===== config.mk =====
export PLATFORM = sky130hd
export DESIGN_NAME = frame_deframer_crc16
export DESIGN_NICKNAME = d
export VERILOG_FILES = /design/src/sv/frdf_pkg.sv /design/src/sv/frame_deframer_crc16.sv /design/src/sv/frdf_parser.sv
export SDC_FILE = /design/constraint.sdc
export NUM_CORES = 1
export LEC_CHECK = 0
export BUFFER_PORTS_ARGS = -buffer_cell sky130_fd_sc_hd__buf_2
export CAP_MARGIN = 20
export CELL_PAD_IN_SITES_DETAIL_PLACEMENT = 1
export CELL_PAD_IN_SITES_GLOBAL_PLACEMENT = 2
export CORE_MARGIN = 2
export CORE_UTILIZATION = 46
export CTS_CLUSTER_DIAMETER = 100
export DETAILED_ROUTE_END_ITERATION = 8
export PLACE_DENSITY = 0.83
export SYNTH_ARGS = -nofsm -noshare
export SYNTH_HDL_FRONTEND = slang
export SYNTH_SLANG_ARGS = --single-unit
export TNS_END_PERCENT = 1

===== constraint.sdc =====
create_clock -name clk_i -period 20.3 [get_ports clk_i]
set_input_delay 2.03 -clock clk_i [delete_from_list [all_inputs] [get_ports clk_i]]
set_output_delay 2.03 -clock clk_i [all_outputs]
set_load 0.05 [all_outputs]

===== src/sv/frdf_pkg.sv =====
// Package for the frame deframer: result and configuration types, status codes,
// register indexes and the bytewise CRC-16/CCITT-FALSE update.
// Used by frdf_parser and frame_deframer_crc16; depends on nothing.
package frdf_pkg;

  localparam logic [15:0] CRC_INIT = 16'hFFFF;
  localparam logic [15:0] CRC_POLY = 16'h1021;
  localparam logic [15:0] POS_LIMIT = 16'hFFFF;
  localparam logic [15:0] MIN_FRAME = 16'd12;
  localparam logic [7:0] FAMILY_MAX = 8'd7;
  localparam logic [3:0] HDR_FIRST_POS = 4'd2;
  localparam logic [3:0] LEN_LOW_POS = 4'd8;
  localparam logic [3:0] LEN_HIGH_POS = 4'd9;
  localparam logic [15:0] PAYLOAD_POS = 16'd10;
  localparam int HDR_BYTES = 6;

  localparam logic [7:0] SYNC_FIRST_RST = 8'hAA;
  localparam logic [7:0] SYNC_SECOND_RST = 8'h55;
  localparam logic [7:0] MAJOR_RST = 8'd3;
  localparam logic [15:0] MAX_PAYLOAD_RST = 16'd1024;

  localparam int FIFO_DEPTH = 4;
  localparam int FIFO_AW = $clog2(FIFO_DEPTH);
  localparam int CFG_IDX_W = 2;
  localparam int CFG_DATA_W = 16;

  typedef enum logic [2:0] {
    ST_OK             = 3'd0,
    ST_TRUNCATED      = 3'd1,
    ST_BAD_SYNC       = 3'd2,
    ST_TOO_LONG       = 3'd3,
    ST_BAD_CRC        = 3'd4,
    ST_BAD_MAJOR      = 3'd5,
    ST_UNKNOWN_FAMILY = 3'd6
  } frdf_status_e;

  typedef enum logic {
    KIND_PAYLOAD = 1'b0,
    KIND_STATUS  = 1'b1
  } frdf_kind_e;

  typedef enum logic [CFG_IDX_W-1:0] {
    REG_SYNC_FIRST  = 2'd0,
    REG_SYNC_SECOND = 2'd1,
    REG_MAJOR       = 2'd2,
    REG_MAX_PAYLOAD = 2'd3
  } frdf_reg_e;

  typedef struct packed {
    logic [7:0]  sync_first;
    logic [7:0]  sync_second;
    logic [7:0]  supported_major;
    logic [15:0] max_payload;
  } frdf_cfg_t;

  typedef struct packed {
    frdf_kind_e   item_kind;
    logic [7:0]   payload_byte;
    frdf_status_e status_code;
    logic [7:0]   major_version;
    logic [7:0]   family_code;
    logic [7:0]   msg_kind;
    logic [7:0]   queue_sel;
    logic [7:0]   header_flags;
    logic [7:0]   sequence_no;
    logic [15:0]  payload_length;
    logic         run_last;
  } frdf_res_t;

  typedef struct packed {
    logic      pay_vld;
    frdf_res_t pay;
    logic      sts_vld;
    frdf_res_t sts;
  } frdf_push_t;

  function automatic logic [15:0] crc16_byte(input logic [15:0] crc, input logic [7:0] b);
    logic [15:0] c;
    c = crc ^ {b, 8'h00};
    for (int i = 0; i < 8; i++) begin
      c = c[15] ? ((c << 1) ^ CRC_POLY) : (c << 1);
    end
    return c;
  endfunction

endpackage


===== src/sv/frame_deframer_crc16.sv =====
// Top level of the frame deframer: configuration registers, parser and result queue.
// Depends on frdf_pkg and frdf_parser.
//
// Channel   Direction  Handshake                    Payload
// in        input      in_valid_i / in_ready_o      rx_byte_i, buffer_end_i
// out       output     out_valid_o / out_ready_i    item_kind_o .. run_last_o
// cfg       input      cfg_we_i (always taken)      cfg_idx_i, cfg_wdata_i
//
// Each accepted byte is parsed in the cycle it is taken and its zero, one or two results
// enter a four-entry queue; into an empty queue the first result shows on the next cycle.
// One byte per cycle is sustained while the queue has room for two results.
// A stalled output holds the queue head; input is refused when fewer than two slots are free.
// Reset clears the parser state, the queue and the registers to their defaults.
module frame_deframer_crc16
  import frdf_pkg::*;
(
  input  logic                  clk_i,
  input  logic                  rst_ni,
  input  logic                  cfg_we_i,
  input  logic [CFG_IDX_W-1:0]  cfg_idx_i,
  input  logic [CFG_DATA_W-1:0] cfg_wdata_i,
  input  logic                  in_valid_i,
  output logic                  in_ready_o,
  input  logic [7:0]            rx_byte_i,
  input  logic                  buffer_end_i,
  output logic                  out_valid_o,
  input  logic                  out_ready_i,
  output logic                  item_kind_o,
  output logic [7:0]            payload_byte_o,
  output logic [2:0]            status_code_o,
  output logic [7:0]            major_version_o,
  output logic [7:0]            family_code_o,
  output logic [7:0]            msg_kind_o,
  output logic [7:0]            queue_sel_o,
  output logic [7:0]            header_flags_o,
  output logic [7:0]            sequence_no_o,
  output logic [15:0]           payload_length_o,
  output logic                  run_last_o
);

  frdf_cfg_t  cfg_q;
  frdf_push_t push;
  logic       in_acc;
  logic       pop;

  frdf_res_t          fifo_q [FIFO_DEPTH];
  logic [FIFO_AW-1:0] wr_ptr_q, rd_ptr_q;
  logic [FIFO_AW:0]   count_q;
  logic [1:0]         n_push;
  frdf_res_t          first_res;
  frdf_res_t          head;

  always_ff @(posedge clk_i or negedge rst_ni) begin
    if (!rst_ni) begin
      cfg_q.sync_first <= SYNC_FIRST_RST;
      cfg_q.sync_second <= SYNC_SECOND_RST;
      cfg_q.supported_major <= MAJOR_RST;
      cfg_q.max_payload <= MAX_PAYLOAD_RST;
    end else if (cfg_we_i) begin
      unique case (frdf_reg_e'(cfg_idx_i))
        REG_SYNC_FIRST:  cfg_q.sync_first <= cfg_wdata_i[7:0];
        REG_SYNC_SECOND: cfg_q.sync_second <= cfg_wdata_i[7:0];
        REG_MAJOR:       cfg_q.supported_major <= cfg_wdata_i[7:0];
        REG_MAX_PAYLOAD: cfg_q.max_payload <= cfg_wdata_i[15:0];
        default:         cfg_q <= cfg_q;
      endcase
    end
  end

  assign in_ready_o = (count_q <= (FIFO_AW+1)'(FIFO_DEPTH - 2));
  assign in_acc = in_valid_i && in_ready_o;

  frdf_parser u_parser (
    .clk_i        (clk_i),
    .rst_ni       (rst_ni),
    .accept_i     (in_acc),
    .rx_byte_i    (rx_byte_i),
    .buffer_end_i (buffer_end_i),
    .cfg_i        (cfg_q),
    .push_o       (push)
  );

  assign n_push = {1'b0, push.pay_vld} + {1'b0, push.sts_vld};
  assign first_res = push.pay_vld ? push.pay : push.sts;
  assign head = fifo_q[rd_ptr_q];
  assign out_valid_o = (count_q != '0);
  assign pop = out_valid_o && out_ready_i;

  always_ff @(posedge clk_i) begin
    if (n_push != 2'd0) begin
      fifo_q[wr_ptr_q] <= first_res;
    end
    if (n_push == 2'd2) begin
      fifo_q[wr_ptr_q + FIFO_AW'(1)] <= push.sts;
    end
  end

  always_ff @(posedge clk_i or negedge rst_ni) begin
    if (!rst_ni) begin
      wr_ptr_q <= '0;
      rd_ptr_q <= '0;
      count_q <= '0;
    end else begin
      wr_ptr_q <= wr_ptr_q + FIFO_AW'(n_push);
      rd_ptr_q <= rd_ptr_q + FIFO_AW'(pop);
      count_q <= count_q + (FIFO_AW+1)'(n_push) - (FIFO_AW+1)'(pop);
    end
  end

  assign item_kind_o = head.item_kind;
  assign payload_byte_o = head.payload_byte;
  assign status_code_o = head.status_code;
  assign major_version_o = head.major_version;
  assign family_code_o = head.family_code;
  assign msg_kind_o = head.msg_kind;
  assign queue_sel_o = head.queue_sel;
  assign header_flags_o = head.header_flags;
  assign sequence_no_o = head.sequence_no;
  assign payload_length_o = head.payload_length;
  assign run_last_o = head.run_last;

  a_count_bound: assert property (@(posedge clk_i) disable iff (!rst_ni)
    count_q <= (FIFO_AW+1)'(FIFO_DEPTH))
    else $error("result queue overflow");

  a_push_room: assert property (@(posedge clk_i) disable iff (!rst_ni)
    n_push != 2'd0 |-> count_q <= (FIFO_AW+1)'(FIFO_DEPTH - 2))
    else $error("results pushed without room");

  a_status_last: assert property (@(posedge clk_i) disable iff (!rst_ni)
    out_valid_o && item_kind_o == KIND_STATUS |-> run_last_o)
    else $error("status transaction not marked last");

  a_payload_clean: assert property (@(posedge clk_i) disable iff (!rst_ni)
    out_valid_o && item_kind_o == KIND_PAYLOAD |->
      status_code_o == ST_OK && payload_length_o == 16'd0)
    else $error("payload transaction carries status fields");

endmodule


===== src/sv/frdf_parser.sv =====
// Frame parser state: byte position, running CRC, captured header and length.
// Produces the payload and status results of one accepted byte in the cycle it is accepted.
// Depends on frdf_pkg.
module frdf_parser
  import frdf_pkg::*;
(
  input  logic       clk_i,
  input  logic       rst_ni,
  input  logic       accept_i,
  input  logic [7:0] rx_byte_i,
  input  logic       buffer_end_i,
  input  frdf_cfg_t  cfg_i,
  output frdf_push_t push_o
);

  logic [15:0] pos_q, pos_d;
  logic [15:0] crc_q, crc_d;
  logic [7:0]  hdr_q [HDR_BYTES];
  logic [7:0]  hdr_d [HDR_BYTES];
  logic [15:0] len_q, len_d;
  logic [7:0]  crc_lo_q, crc_lo_d;
  logic        sync_ok_q, sync_ok_d;
  logic        crc_match_q, crc_match_d;

  logic [15:0] crc_u;
  logic [7:0]  hdr_u [HDR_BYTES];
  logic [15:0] len_u;
  logic [7:0]  crc_lo_u;
  logic        sync_ok_u;
  logic        crc_match_u;
  logic [15:0] count;
  logic [15:0] off;
  logic        pay_vld;
  frdf_status_e code;
  logic        show;

  always_comb begin
    crc_u = crc_q;
    hdr_u = hdr_q;
    len_u = len_q;
    crc_lo_u = crc_lo_q;
    sync_ok_u = sync_ok_q;
    crc_match_u = crc_match_q;
    pay_vld = 1'b0;
    off = pos_q - PAYLOAD_POS;
    if (pos_q != POS_LIMIT) begin
      count = pos_q + 16'd1;
      if (pos_q == 16'd0) begin
        sync_ok_u = (rx_byte_i == cfg_i.sync_first);
      end else if (pos_q == 16'd1) begin
        sync_ok_u = sync_ok_q && (rx_byte_i == cfg_i.sync_second);
      end else if (pos_q < PAYLOAD_POS) begin
        crc_u = crc16_byte(crc_q, rx_byte_i);
        for (int i = 0; i < HDR_BYTES; i++) begin
          if (pos_q[3:0] == HDR_FIRST_POS + 4'(i)) begin
            hdr_u[i] = rx_byte_i;
          end
        end
        if (pos_q[3:0] == LEN_LOW_POS) begin
          len_u = {8'h00, rx_byte_i};
        end else if (pos_q[3:0] == LEN_HIGH_POS) begin
          len_u = {rx_byte_i, len_q[7:0]};
        end
      end else begin
        if (off < len_q) begin
          crc_u = crc16_byte(crc_q, rx_byte_i);
          pay_vld = sync_ok_q && (len_q <= cfg_i.max_payload);
        end else if (off == len_q) begin
          crc_lo_u = rx_byte_i;
        end else if ({1'b0, off} == {1'b0, len_q} + 17'd1) begin
          crc_match_u = ({rx_byte_i, crc_lo_q} == crc_q);
        end
      end
    end else begin
      count = POS_LIMIT;
    end
  end

  always_comb begin
    show = 1'b0;
    if (count < MIN_FRAME) begin
      code = ST_TRUNCATED;
    end else if (!sync_ok_u) begin
      code = ST_BAD_SYNC;
    end else begin
      show = 1'b1;
      if (len_u > cfg_i.max_payload) begin
        code = ST_TOO_LONG;
      end else if ({1'b0, len_u} + {1'b0, MIN_FRAME} > {1'b0, count}) begin
        code = ST_TRUNCATED;
      end else if (!crc_match_u) begin
        code = ST_BAD_CRC;
      end else if (hdr_u[0] != cfg_i.supported_major) begin
        code = ST_BAD_MAJOR;
      end else if (hdr_u[1] == 8'd0 || hdr_u[1] > FAMILY_MAX) begin
        code = ST_UNKNOWN_FAMILY;
      end else begin
        code = ST_OK;
      end
    end
  end

  always_comb begin
    push_o = '0;
    push_o.pay_vld = accept_i && pay_vld;
    push_o.pay.item_kind = KIND_PAYLOAD;
    push_o.pay.status_code = ST_OK;
    push_o.pay.payload_byte = rx_byte_i;
    push_o.pay.run_last = !buffer_end_i;
    push_o.sts_vld = accept_i && buffer_end_i;
    push_o.sts.item_kind = KIND_STATUS;
    push_o.sts.status_code = code;
    push_o.sts.run_last = 1'b1;
    if (show) begin
      push_o.sts.major_version = hdr_u[0];
      push_o.sts.family_code = hdr_u[1];
      push_o.sts.msg_kind = hdr_u[2];
      push_o.sts.queue_sel = hdr_u[3];
      push_o.sts.header_flags = hdr_u[4];
      push_o.sts.sequence_no = hdr_u[5];
      push_o.sts.payload_length = len_u;
    end
  end

  always_comb begin
    pos_d = pos_q;
    crc_d = crc_q;
    hdr_d = hdr_q;
    len_d = len_q;
    crc_lo_d = crc_lo_q;
    sync_ok_d = sync_ok_q;
    crc_match_d = crc_match_q;
    if (accept_i) begin
      if (buffer_end_i) begin
        pos_d = '0;
        crc_d = CRC_INIT;
        for (int i = 0; i < HDR_BYTES; i++) begin
          hdr_d[i] = '0;
        end
        len_d = '0;
        crc_lo_d = '0;
        sync_ok_d = 1'b0;
        crc_match_d = 1'b0;
      end else begin
        pos_d = count;
        crc_d = crc_u;
        hdr_d = hdr_u;
        len_d = len_u;
        crc_lo_d = crc_lo_u;
        sync_ok_d = sync_ok_u;
        crc_match_d = crc_match_u;
      end
    end
  end

  always_ff @(posedge clk_i or negedge rst_ni) begin
    if (!rst_ni) begin
      pos_q <= '0;
      crc_q <= CRC_INIT;
      for (int i = 0; i < HDR_BYTES; i++) begin
        hdr_q[i] <= '0;
      end
      len_q <= '0;
      crc_lo_q <= '0;
      sync_ok_q <= 1'b0;
      crc_match_q <= 1'b0;
    end else begin
      pos_q <= pos_d;
      crc_q <= crc_d;
      hdr_q <= hdr_d;
      len_q <= len_d;
      crc_lo_q <= crc_lo_d;
      sync_ok_q <= sync_ok_d;
      crc_match_q <= crc_match_d;
    end
  end

endmodule

==> results of run 1 <==
-- worst register-to-register path: stages, from the launching register on --
cell and delay (ns):
dfrtp_1 0.50, inv_1 0.18, ha_1 0.27, nor2b_1 0.48, nor4_1 0.12, xnor2_1 0.24, inv_1 0.08, ha_1 0.30
nand4_1 0.16, nor4_1 0.38, o21ai_0 0.15, o211ai_1 0.26, nor2_1 0.21, nand3_1 0.70, inv_1 0.13, ha_1 0.29
inv_1 0.10, o21ai_0 0.12, nand2b_1 0.38, clkinv_2 0.64, o21ai_4 0.21, buf_4 0.71, nor3_1 0.22
-- layout by cell type, fill, tap and decap left out, types with 12 or more instances in the layout --
master	Yosys	layout
clkinv_2	0	15
a21oi_1	62	61
clkbuf_16	0	51
nor2b_1	27	27
xnor2_1	96	96
buf_2	14	110
inv_1	76	72
buf_4	2	30
mux2i_1	18	18
nand4_1	35	35
ha_1	79	79
dfxtp_1	40	40
o21ai_0	107	103
dfstp_2	27	27
nand3_1	27	27
nor4_1	12	12
and3_1	15	15
mux2_2	78	78
a22o_1	33	33
a21o_1	15	14
nand2_1	166	165
a22oi_1	38	38
dfrtp_1	126	124
edfxtp_1	268	268
o22ai_1	18	18
mux4_2	77	77
nor2_1	199	199
nor3_1	145	145
xor2_1	18	18
-- metal layers --
metal | GRT usage (%) | vias up | share of wire, %
met5 | 0 | - | 0
met4 | 6.55 | 0 | 1.9
met3 | 3.30 | 101 | 5.4
met2 | 45.1 | 512 | 48
met1 | 38.7 | 9138 | 45
li1 | - | 7839 | -
-- state kept, by name, summed over array words and instances (netlist names) --
register / flops
fifo_q: 308
u_parser.hdr_q: 48
cfg_q: 40
u_parser.crc_q: 16
u_parser.len_q: 16
u_parser.pos_q: 16
u_parser.crc_lo_q: 8
count_q: 3
rd_ptr_q: 2
wr_ptr_q: 2
u_parser.crc_match_q: 1
u_parser.sync_ok_q: 1
-- final cells by class --
| type | instances | area share (%) |
|---|---|---|
| timing repair buffer | 148 | 3.37 |
| multi-input combinational | 1412 | 39.0 |
| inverter | 76 | 1.07 |
| clock buffer | 70 | 5.31 |
| sequential | 461 | 47.2 |
| clock inverter | 25 | 0.850 |
| tap | 680 | 3.16 |
-- logic make-up after synthesis --
group	after synthesis
AO/OA/AOI/OAI	350
XOR/XNOR	114
adder cells (fa/ha/maj)	80
buffers and inverters	228
flip-flops	461
multiplexers	173
AND/OR/NAND/NOR	695
-- final timing paths --
path / to / slack [ns]
hold / removal: fifo_q[2][76] / 0.46
hold reg to reg: fifo_q[2][76] / 0.46
setup reg to reg: fifo_q[1][61] / 13.18
setup / recovery: fifo_q[1][61] / 13.18
max in group asynchronous: rd_ptr_q[1] / 17.17
min in group asynchronous: u_parser.pos_q[9] / 1.48
-- through the flow --
stage / utilization, % / cells / hold WS [ns] / setup WS, ns / area (um^2)
after CTS: 52.1 / 2865 / 0.456 / 13.20 / 26800
after global routing: 52.3 / 2872 / 0.476 / 12.60 / 27000
final: 52.3 / 2872 / 0.455 / 13.18 / 27000
after global placement: 48.8 / 2768 / 0.429 / 13.38 / 25200
after detailed placement: 48.9 / 2770 / 0.439 / 13.23 / 25200
after floorplan: - / 2101 / 0.418 / 13.84 / 24100
-- power breakdown --
part | switching (mW) | leakage, nW | total, mW | internal (mW)
Sequential | 0.162 | 4.57 | 1.32 | 1.16
Clock | 0.397 | 0.815 | 0.930 | 0.533
Combinational | 1.11 | 4.56 | 1.73 | 0.617
-- cells in the mapped netlist (7+ instances only) --
cell type,instances,share of area (%)
nand4_1,35,0.91
and3_1,15,0.39
mux4_2,77,7.2
nor2_1,199,3.1
a22o_1,33,1.2
buf_1,15,0.23
a22oi_1,38,1.2
o21a_1,8,0.25
nor2b_1,27,0.70
and4_1,7,0.25
a21o_1,15,0.47
or3_1,8,0.21
nand3_1,27,0.56
inv_1,76,1.2
o22ai_1,18,0.47
mux2_2,78,3.7
and2_1,10,0.26
or4_1,7,0.22
edfxtp_1,268,33
nor3_1,145,3.0
nand2_1,166,2.6
clkbuf_1,119,1.9
a21oi_1,62,1.3
dfstp_2,27,2.9
ha_1,79,4.1
dfrtp_1,126,13
a211oi_1,11,0.34
xor2_1,18,0.66
buf_2,14,0.29
o21ai_0,107,2.2
mux2i_1,18,0.75
dfxtp_1,40,3.3
nor4_1,12,0.31
xnor2_1,96,3.5
==> impl_metrics.ini, run 1 <==
[run_status]
status = completed

[timing]
slew_violations = 0
period_share_pct = 35.1
tightest_slew_ns = 1.08
period_needed_ns = 7.12
final.setup.tns_ns = 0
skew_ns = 0.0217
setup_viol = 0
final_hold_viol_count = 0
slew_headroom_pct = 27.9
rsz0062_at_grt = false
fmax_mhz = 141

[route]
initialDrtViolationCount = 1390
drt-pass1-iter-count = 6
drc = 0
wire_per_inst_um = 25.4
num_vias = 17600
via_per_inst = 6.12
wl_um = 72900
ant_nets = 0

[synthesis]
yosysSeqAreaShare_pct = 52.8
synth_cells = 2101
synth_edf_count = 268
ys.flop_type = edfxtp_1
synthAdderAreaFrac_pct = 4.19
synth.ff_latch_count = 461
synth-simple-area-share_pct = 14.0
synth.avg_cell_area_um2 = 11.4
synth-async-reset-ratio_pct = 33.2
synthDistinctLibCells = 76
yosys.area_share.xor_xnor_pct = 4.15
synth-compound-area-share_pct = 9.47
yosysWarningCount = 0
synth_top_family_by_area = simple AND/OR/NAND/NOR gates
muxShareOfSynthArea_pct = 11.6
netlist_area_mm2 = 0.0241
syn-num-nets = 2213

[clocking]
clock_sinks = 461
insertion_delay_ns = 0.61
post-cts-setup-buffers = 0
cts_buffers = 51
clock_path_buffers = 3
ctsHoldBuffers = 0
cts-root-buf = clkbuf_16
ctsHtreeMaxLevel = 2
cts_resized = 0
cts.clk_slew.worst_paths_ns = 0.06
cts_tree = done

[worst_setup_path]
cp_common_cell = inv_1
path_cells = inv_1 > ha_1 > nor2b_1 > nor4_1 > xnor2_1 > inv_1 > ha_1 > nand4_1 > nor4_1 > o21ai_0 > o211ai_1 > nor2_1 > nand3_1 > inv_1 > ha_1 > inv_1 > o21ai_0 > nand2b_1 > clkinv_2 > o21ai_4 > buf_4 > nor3_1
crit_buf_inv = 6
slowest_stage = buf_4
critPathArrivalTime_ns = 7.42
cp-start-kind = flop
cp.depth = 22
r2r-start = u_parser.pos_q[1]
max_stage_delay_ns = 0.71
crit_path_start = u_parser.pos_q[1]
reg2reg_depth = 22
worstSetupEndpointType = flop
worstSetupPathType = flop to flop
cp_top_family = simple AND/OR/NAND/NOR gates
path_max_fanout = 64
crit_required_ns = 20.61

[final_layout]
antennaDiodeCount = 0
synthToLayoutAreaGrowth_pct = 12.0
drive_above_1_share_pct = 20.4
nets = 2262
fillers = 5404
regArea_mm2 = 0.0127
multi_input_area_mm2 = 0.0105

[power]
p_per_area_mw_per_mm2 = 148
ir_drop_mv = 0.142
p_total_mw = 3.98
p_leak_nw = 9.94

[die]
rows = 83
die_x_um = 233
dieArea_mm2 = 0.0541
initial_core_util_pct = 46.7
core_mm2 = 0.0515
die_y_um = 233
top_level_ports = 111

[grt]
track_usage_pct = 27.4
grt_pass1_wl_um = 113000
grt_pass1_vias = 18500
grt_antenna_before_repair = 0
grt_start_max_net_pins = 122
grt-ovfl-total = 0

[placement]
dpl.hpwl_um = 46400
portBuffers = 110
gp_congestion = 0.911

[min_path]
hold_path_class = flop to flop
hp-start = fifo_q[2][76]
holdPathStages = 2

[run]
maxCapViolCount = 0
Note: power is estimated with default switching activity, not from simulation.
==> inputs of run 2 (changes only) <==
--- a/config.mk
+++ b/config.mk
@@ -10,10 +10,10 @@
 export CELL_PAD_IN_SITES_DETAIL_PLACEMENT = 1
 export CELL_PAD_IN_SITES_GLOBAL_PLACEMENT = 2
 export CORE_MARGIN = 2
-export CORE_UTILIZATION = 46
+export CORE_UTILIZATION = 42
 export CTS_CLUSTER_DIAMETER = 100
 export DETAILED_ROUTE_END_ITERATION = 8
-export PLACE_DENSITY = 0.83
+export PLACE_DENSITY = 0.77
 export SYNTH_ARGS = -nofsm -noshare
 export SYNTH_HDL_FRONTEND = slang
 export SYNTH_SLANG_ARGS = --single-unit
==> constraint.sdc (replaced) <==
create_clock -name clk_i -period 7.34 [get_ports clk_i]
set_input_delay 0.734 -clock clk_i [delete_from_list [all_inputs] [get_ports clk_i]]
set_output_delay 0.734 -clock clk_i [all_outputs]
set_load 0.05 [all_outputs]
==> impl_metrics.ini, run 2 (synthesis results as in run 1) <==
[die]
die_y_um = 243
dieArea_mm2 = 0.0592
rows = 87
die_x_um = 243
initial_core_util_pct = 42.6
top_level_ports = 111
core_mm2 = 0.0565

[grt]
grt_antenna_before_repair = 1
grt_pass1_wl_um = 116000
grt_start_max_net_pins = 95
grt-ovfl-total = 0
grt_pass1_vias = 18300
track_usage_pct = 25.6

[final_layout]
nets = 2272
stdcell_area_mm2 = 0.0272
largestRegisters = fifo_q (308), u_parser.hdr_q (48), cfg_q (40)
antennaDiodeCount = 0
drive_above_1_share_pct = 20.9
top_register = fifo_q
layout_commonest_cell = edfxtp_1
mostFrequentLayoutCells = 268 x edfxtp_1, 199 x nor2_1, 165 x nand2_1
largest_reg_flops = 308
synthToLayoutAreaGrowth_pct = 13.0

[run_status]
status = completed

[route]
drt-pass1-iter-count = 5
via_per_inst = 5.89
wl_um = 75300
initialDrtViolationCount = 1108
drc = 0
num_vias = 17400
wire_per_inst_um = 25.5
ant_nets = 0

[worst_setup_path]
r2r-start = u_parser.pos_q[11]
critPathArrivalTime_ns = 6.56
worstSetupEndpointType = flop
max_stage_delay_ns = 0.69
cp-start-kind = flop
crit_path_start = u_parser.pos_q[11]
reg2reg_to = fifo_q[2][66]
path_max_fanout = 71
slowest_stage = or4_1
r2r_setup_slack_ns = 1.12
worstSetupPathType = flop to flop
reg2reg_depth = 21
cp-endpoint = fifo_q[2][66]
path_cells = or4_1 > nor4_1 > xnor2_1 > inv_1 > ha_1 > nand4_1 > nor4_1 > o21ai_0 > o211ai_1 > nor2_1 > nand3_1 > buf_4 > inv_1 > ha_1 > nand2_1 > nor2_1 > a21oi_1 > clkinv_2 > buf_4 > o211ai_1 > o21ai_1
crit_required_ns = 7.69

[placement]
portBuffers = 110
pre_cts_ws_ns = 1.16
dpl.hpwl_um = 49000
gp_congestion = 0.963
place_area_mm2 = 0.0254

[timing]
slew_violations = 0
skew_ns = 0.0315
worst_slack_ns = 1.12
period_share_pct = 84.7
period_needed_ns = 6.22
slew_headroom_pct = 19.4
final_hold_viol_count = 0
fmax_mhz = 161
tightest_slew_ns = 1.20
rsz0062_at_grt = false
setup_viol = 0
final.setup.tns_ns = 0

[clocking]
cts_resized = 0
cts-root-buf = clkbuf_16
clock_sinks = 461
post-cts-setup-buffers = 0
cts_buffers = 53
clock_path_buffers = 3
ctsHtreeMaxLevel = 2
ctsHoldBuffers = 0
cts.clk_slew.worst_paths_ns = 0.06
insertion_delay_ns = 0.62
cts_tree = done

[power]
pwr-share-clk_pct = 24.0
p_sw_mw = 4.74
p_per_area_mw_per_mm2 = 413
internal-power_mw = 6.50
ir_drop_mv = 0.228
comb_power_share_pct = 43.8
p_leak_nw = 9.98
pwr-share-seq_pct = 32.3
sw_frac_of_total_pct = 42.2

[min_path]
hold_path_class = primary input to asynchronous set/reset pin

[run]
maxCapViolCount = 0
## run 2: cell types whose count changed in the layout (fill, tap and decap cells not counted), sizes merged
cell and delta:
clkinvlp +3, clkbuf -4, buf +9, inv -1, bufinv +1, clkinv +4
## run 2: metrics by stage
stage                     hold slack (ns)  power, mW  utilization [%]  instances
after floorplan                     0.418       7.10                -       2101
after global placement              0.431       8.43             44.9       2857
after detailed placement            0.436       8.55             44.9       2857
after CTS                           0.287       11.3             48.0       2956
after global routing                0.314       11.9             48.1       2960
final                               0.247       11.2             48.1       2960
## run 2: per-layer routing
metal,up-vias,GRT usage (%),wire (um)
met5,-,0,0
met4,0,6.48,1750
met3,102,5.11,4730
met2,475,40.1,34600
met1,8981,36.6,34300
li1,7876,-,-
## run 2: final cells by class
cell class              instances  area (um^2)
inverters                      76          289
well taps                     756          946
repair buffers                156          947
multi-input cells            1412        10500
clock buffers                  67         1470
clock inverters                32          304
fillers                      5932        29300
flip-flops and latches        461        12700
## run 2: worst min-delay path by stage
stage,from,end
global route,rst_ni,u_parser.pos_q[14]
floorplan,fifo_q[2][76],fifo_q[2][76]
CTS,rst_ni,u_parser.pos_q[14]
detailed placement,fifo_q[3][76],fifo_q[3][76]
global placement,fifo_q[2][76],fifo_q[2][76]
finish,rst_ni,u_parser.pos_q[14]
## run 2: power groups by stage
| stage | Sequential (mW) | Combinational, mW | Clock, mW |
|---|---|---|---|
| finish | 3.63 | 4.92 | 2.69 |
| global route | 3.69 | 5.32 | 2.85 |
| CTS | 3.69 | 4.84 | 2.74 |
| detailed placement | 3.74 | 4.80 | 0 |
| global placement | 3.71 | 4.72 | 0 |
| floorplan | 3.47 | 3.63 | 0 |
## run 2: critical path: cells and delay by family, from the launching register on
kind                       cells  cell delay (ns)
and+or+nand+nor                8             2.04
AOI/OAI and AO/OA              5             1.43
buffers and inverters          5             1.13
DFF                            1             0.55
adders and majority gates      2             0.55
xor gates and xnor gates       1             0.20
==> inputs of run 3 (changes only) <==
--- a/config.mk
+++ b/config.mk
@@ -5,15 +5,16 @@
 export SDC_FILE = /design/constraint.sdc
 export NUM_CORES = 1
 export LEC_CHECK = 0
+export ABC_AREA = 1
 export BUFFER_PORTS_ARGS = -buffer_cell sky130_fd_sc_hd__buf_2
 export CAP_MARGIN = 20
 export CELL_PAD_IN_SITES_DETAIL_PLACEMENT = 1
 export CELL_PAD_IN_SITES_GLOBAL_PLACEMENT = 2
 export CORE_MARGIN = 2
-export CORE_UTILIZATION = 42
+export CORE_UTILIZATION = 39
 export CTS_CLUSTER_DIAMETER = 100
 export DETAILED_ROUTE_END_ITERATION = 8
-export PLACE_DENSITY = 0.77
+export PLACE_DENSITY = 0.78
 export SYNTH_ARGS = -nofsm -noshare
 export SYNTH_HDL_FRONTEND = slang
 export SYNTH_SLANG_ARGS = --single-unit
==> constraint.sdc (replaced) <==
create_clock -name clk_i -period 6.29 [get_ports clk_i]
set_input_delay 0.629 -clock clk_i [delete_from_list [all_inputs] [get_ports clk_i]]
set_output_delay 0.629 -clock clk_i [all_outputs]
set_load 0.05 [all_outputs]
==> impl_metrics.ini, run 3 <==
[grt]
track_usage_pct = 25.3
grt-ovfl-total = 0
grt_antenna_before_repair = 2
grt_start_max_net_pins = 108
grt_pass1_vias = 21500
grt_pass1_wl_um = 129000

[timing]
slew_headroom_pct = 32.4
final.setup.tns_ns = 0
skew_ns = 0.0304
fmax_mhz = 180
final_hold_viol_count = 0
rsz0062_at_grt = false
period_share_pct = 88.5
tightest_slew_ns = 1.01
period_needed_ns = 5.57
slew_violations = 0
setup_viol = 0

[clocking]
cts.clk_slew.worst_paths_ns = 0.06
cts_buffers = 53
clock_sinks = 461
ctsHtreeMaxLevel = 2
insertion_delay_ns = 0.62
ctsHoldBuffers = 0
cts_tree = done
clock_path_buffers = 3
cts-root-buf = clkbuf_16

[final_layout]
top_register = fifo_q
antennaDiodeCount = 0
fillers = 7380
mostFrequentLayoutCells = 492 x nor2_1, 479 x nand2_1, 302 x o21ai_0
regArea_mm2 = 0.0127
largest_reg_flops = 308
multi_input_area_mm2 = 0.0105
drive_above_1_share_pct = 13.6
synthToLayoutAreaGrowth_pct = 13.3
layout_commonest_cell = nor2_1
largestRegisters = fifo_q (308), u_parser.hdr_q (48), cfg_q (40)
nets = 3052

[worst_setup_path]
cp_common_cell = nand2_1
worstSetupEndpointType = flop
path_cells = inv_1 > ha_1 > inv_1 > nand2_1 > nand2_1 > nor2_1 > nand3_1 > nand2_1 > inv_1 > ha_1 > nand2_1 > nor3_1 > nand2_1 > nand2_1 > nor4_1 > nand2_2 > clkinvlp_4 > ha_1 > inv_1 > nor3_1 > o21ai_4 > buf_4 > nor2_1
slowest_stage = o21ai_4
reg2reg_depth = 23
reg2reg_to = fifo_q[3][12]
max_stage_delay_ns = 0.76
r2r_setup_slack_ns = 0.72
cp_top_family = simple AND/OR/NAND/NOR gates
path_max_fanout = 23
r2r-start = u_parser.pos_q[1]
worstSetupPathType = flop to flop
crit_buf_inv = 6
crit_required_ns = 6.63
cp-start-kind = flop
critPathArrivalTime_ns = 5.91

[synthesis]
syn-num-nets = 2981
yosysTopAreaCell = edfxtp_1
synth.avg_cell_area_um2 = 8.70
synth_cells = 2869
synthTopCellsByArea = edfxtp_1 32%, dfrtp_1 13%, nor2_1 7.4%
synth-async-reset-ratio_pct = 33.2
netlist_area_mm2 = 0.0250
synthDistinctLibCells = 56
synth_edf_count = 268
ys.flop_type = edfxtp_1
yosys-top-cells-count = 492 x nor2_1, 480 x nand2_1, 304 x o21ai_0
yosysWarningCount = 0
yosysMostFrequentCell = nor2_1
synth_top_area_share_pct = 32.3
synth.ff_latch_count = 461
yosysSeqAreaShare_pct = 50.9

[die]
core_mm2 = 0.0632
die_x_um = 257
rows = 92
initial_core_util_pct = 39.5
top_level_ports = 111
die_y_um = 257
dieArea_mm2 = 0.0660

[placement]
dpl.hpwl_um = 56100
gp_congestion = 0.893
portBuffers = 110

[route]
initialDrtViolationCount = 1173
wire_per_inst_um = 21.9
drt-pass1-iter-count = 5
ant_nets = 0
via_per_inst = 5.40
route.met2.wl_um = 40600
wl_um = 83800
drt-met1-wl_um = 37200
wl_met3_um = 3570
routed.top_layer = met4
num_vias = 20700
drc = 0

[min_path]
hold_path_class = primary input to asynchronous set/reset pin

[run]
maxCapViolCount = 0

[run_status]
status = completed
run 3: timing repair:
item,CTS,global route
buffers inserted,0,0
resized for setup,0,2
endpoints found under the setup margin,0,93
run 3: how the worst max path moves through the flow:
stage	start	to	cells after the start
6_report	u_parser.pos_q[1]	fifo_q[3][12]	23
5_1_grt	u_parser.pos_q[1]	fifo_q[0][25]	25
4_1_cts	u_parser.pos_q[1]	fifo_q[3][27]	25
3_5_place_dp	u_parser.pos_q[1]	fifo_q[3][51]	25
3_3_place_gp	u_parser.pos_q[1]	fifo_q[3][51]	23
2_1_floorplan	u_parser.pos_q[2]	fifo_q[0][10]	23
run 3: stage by stage:
| stage | hold slack, ns | util, % | worst slack (ns) | instances | area (um^2) |
|---|---|---|---|---|---|
| 2_1_floorplan | 0.333 | - | 0.518 | 2869 | 25000 |
| 3_3_place_gp | 0.438 | 41.8 | 0.583 | 3726 | 26400 |
| 3_5_place_dp | 0.442 | 41.8 | 0.341 | 3726 | 26400 |
| 6_report | 0.0207 | 44.7 | 0.724 | 3829 | 28300 |
| 5_1_grt | 0.0498 | 44.7 | 0.188 | 3829 | 28300 |
| 4_1_cts | 0.0246 | 44.6 | 0.321 | 3824 | 28200 |
run 3: per-layer routing:
| layer | global-route usage [%] | up-vias |
|---|---|---|
| met5 | 0 | - |
| met4 | 7.20 | 0 |
| met3 | 3.07 | 132 |
| met2 | 43.4 | 395 |
| met1 | 33.7 | 10400 |
| li1 | - | 9749 |
run 3: cell families after synthesis:
family / after synthesis / share of synthesized area, %
compound gates: 601 / 13.3
flops: 461 / 50.9
buf+inv: 440 / 7.20
xor+xnor: 63 / 2.21
simple gates: 1224 / 22.3
fa+ha+maj: 80 / 4.04
run 3: layout make-up:
type	instances	share of cell area (%)
Timing Repair Buffer	158	3.72
Multi-Input combinational cell	1968	37.2
Clock inverter	27	1.28
Tap cell	846	3.74
Sequential cell	461	45.0
Clock buffer	71	5.08
Inverter	298	3.99
Power of run 3 is left out: the tool's default activity adds up to more than one toggle a clock period on the data nets, which glitch-free logic cannot reach.
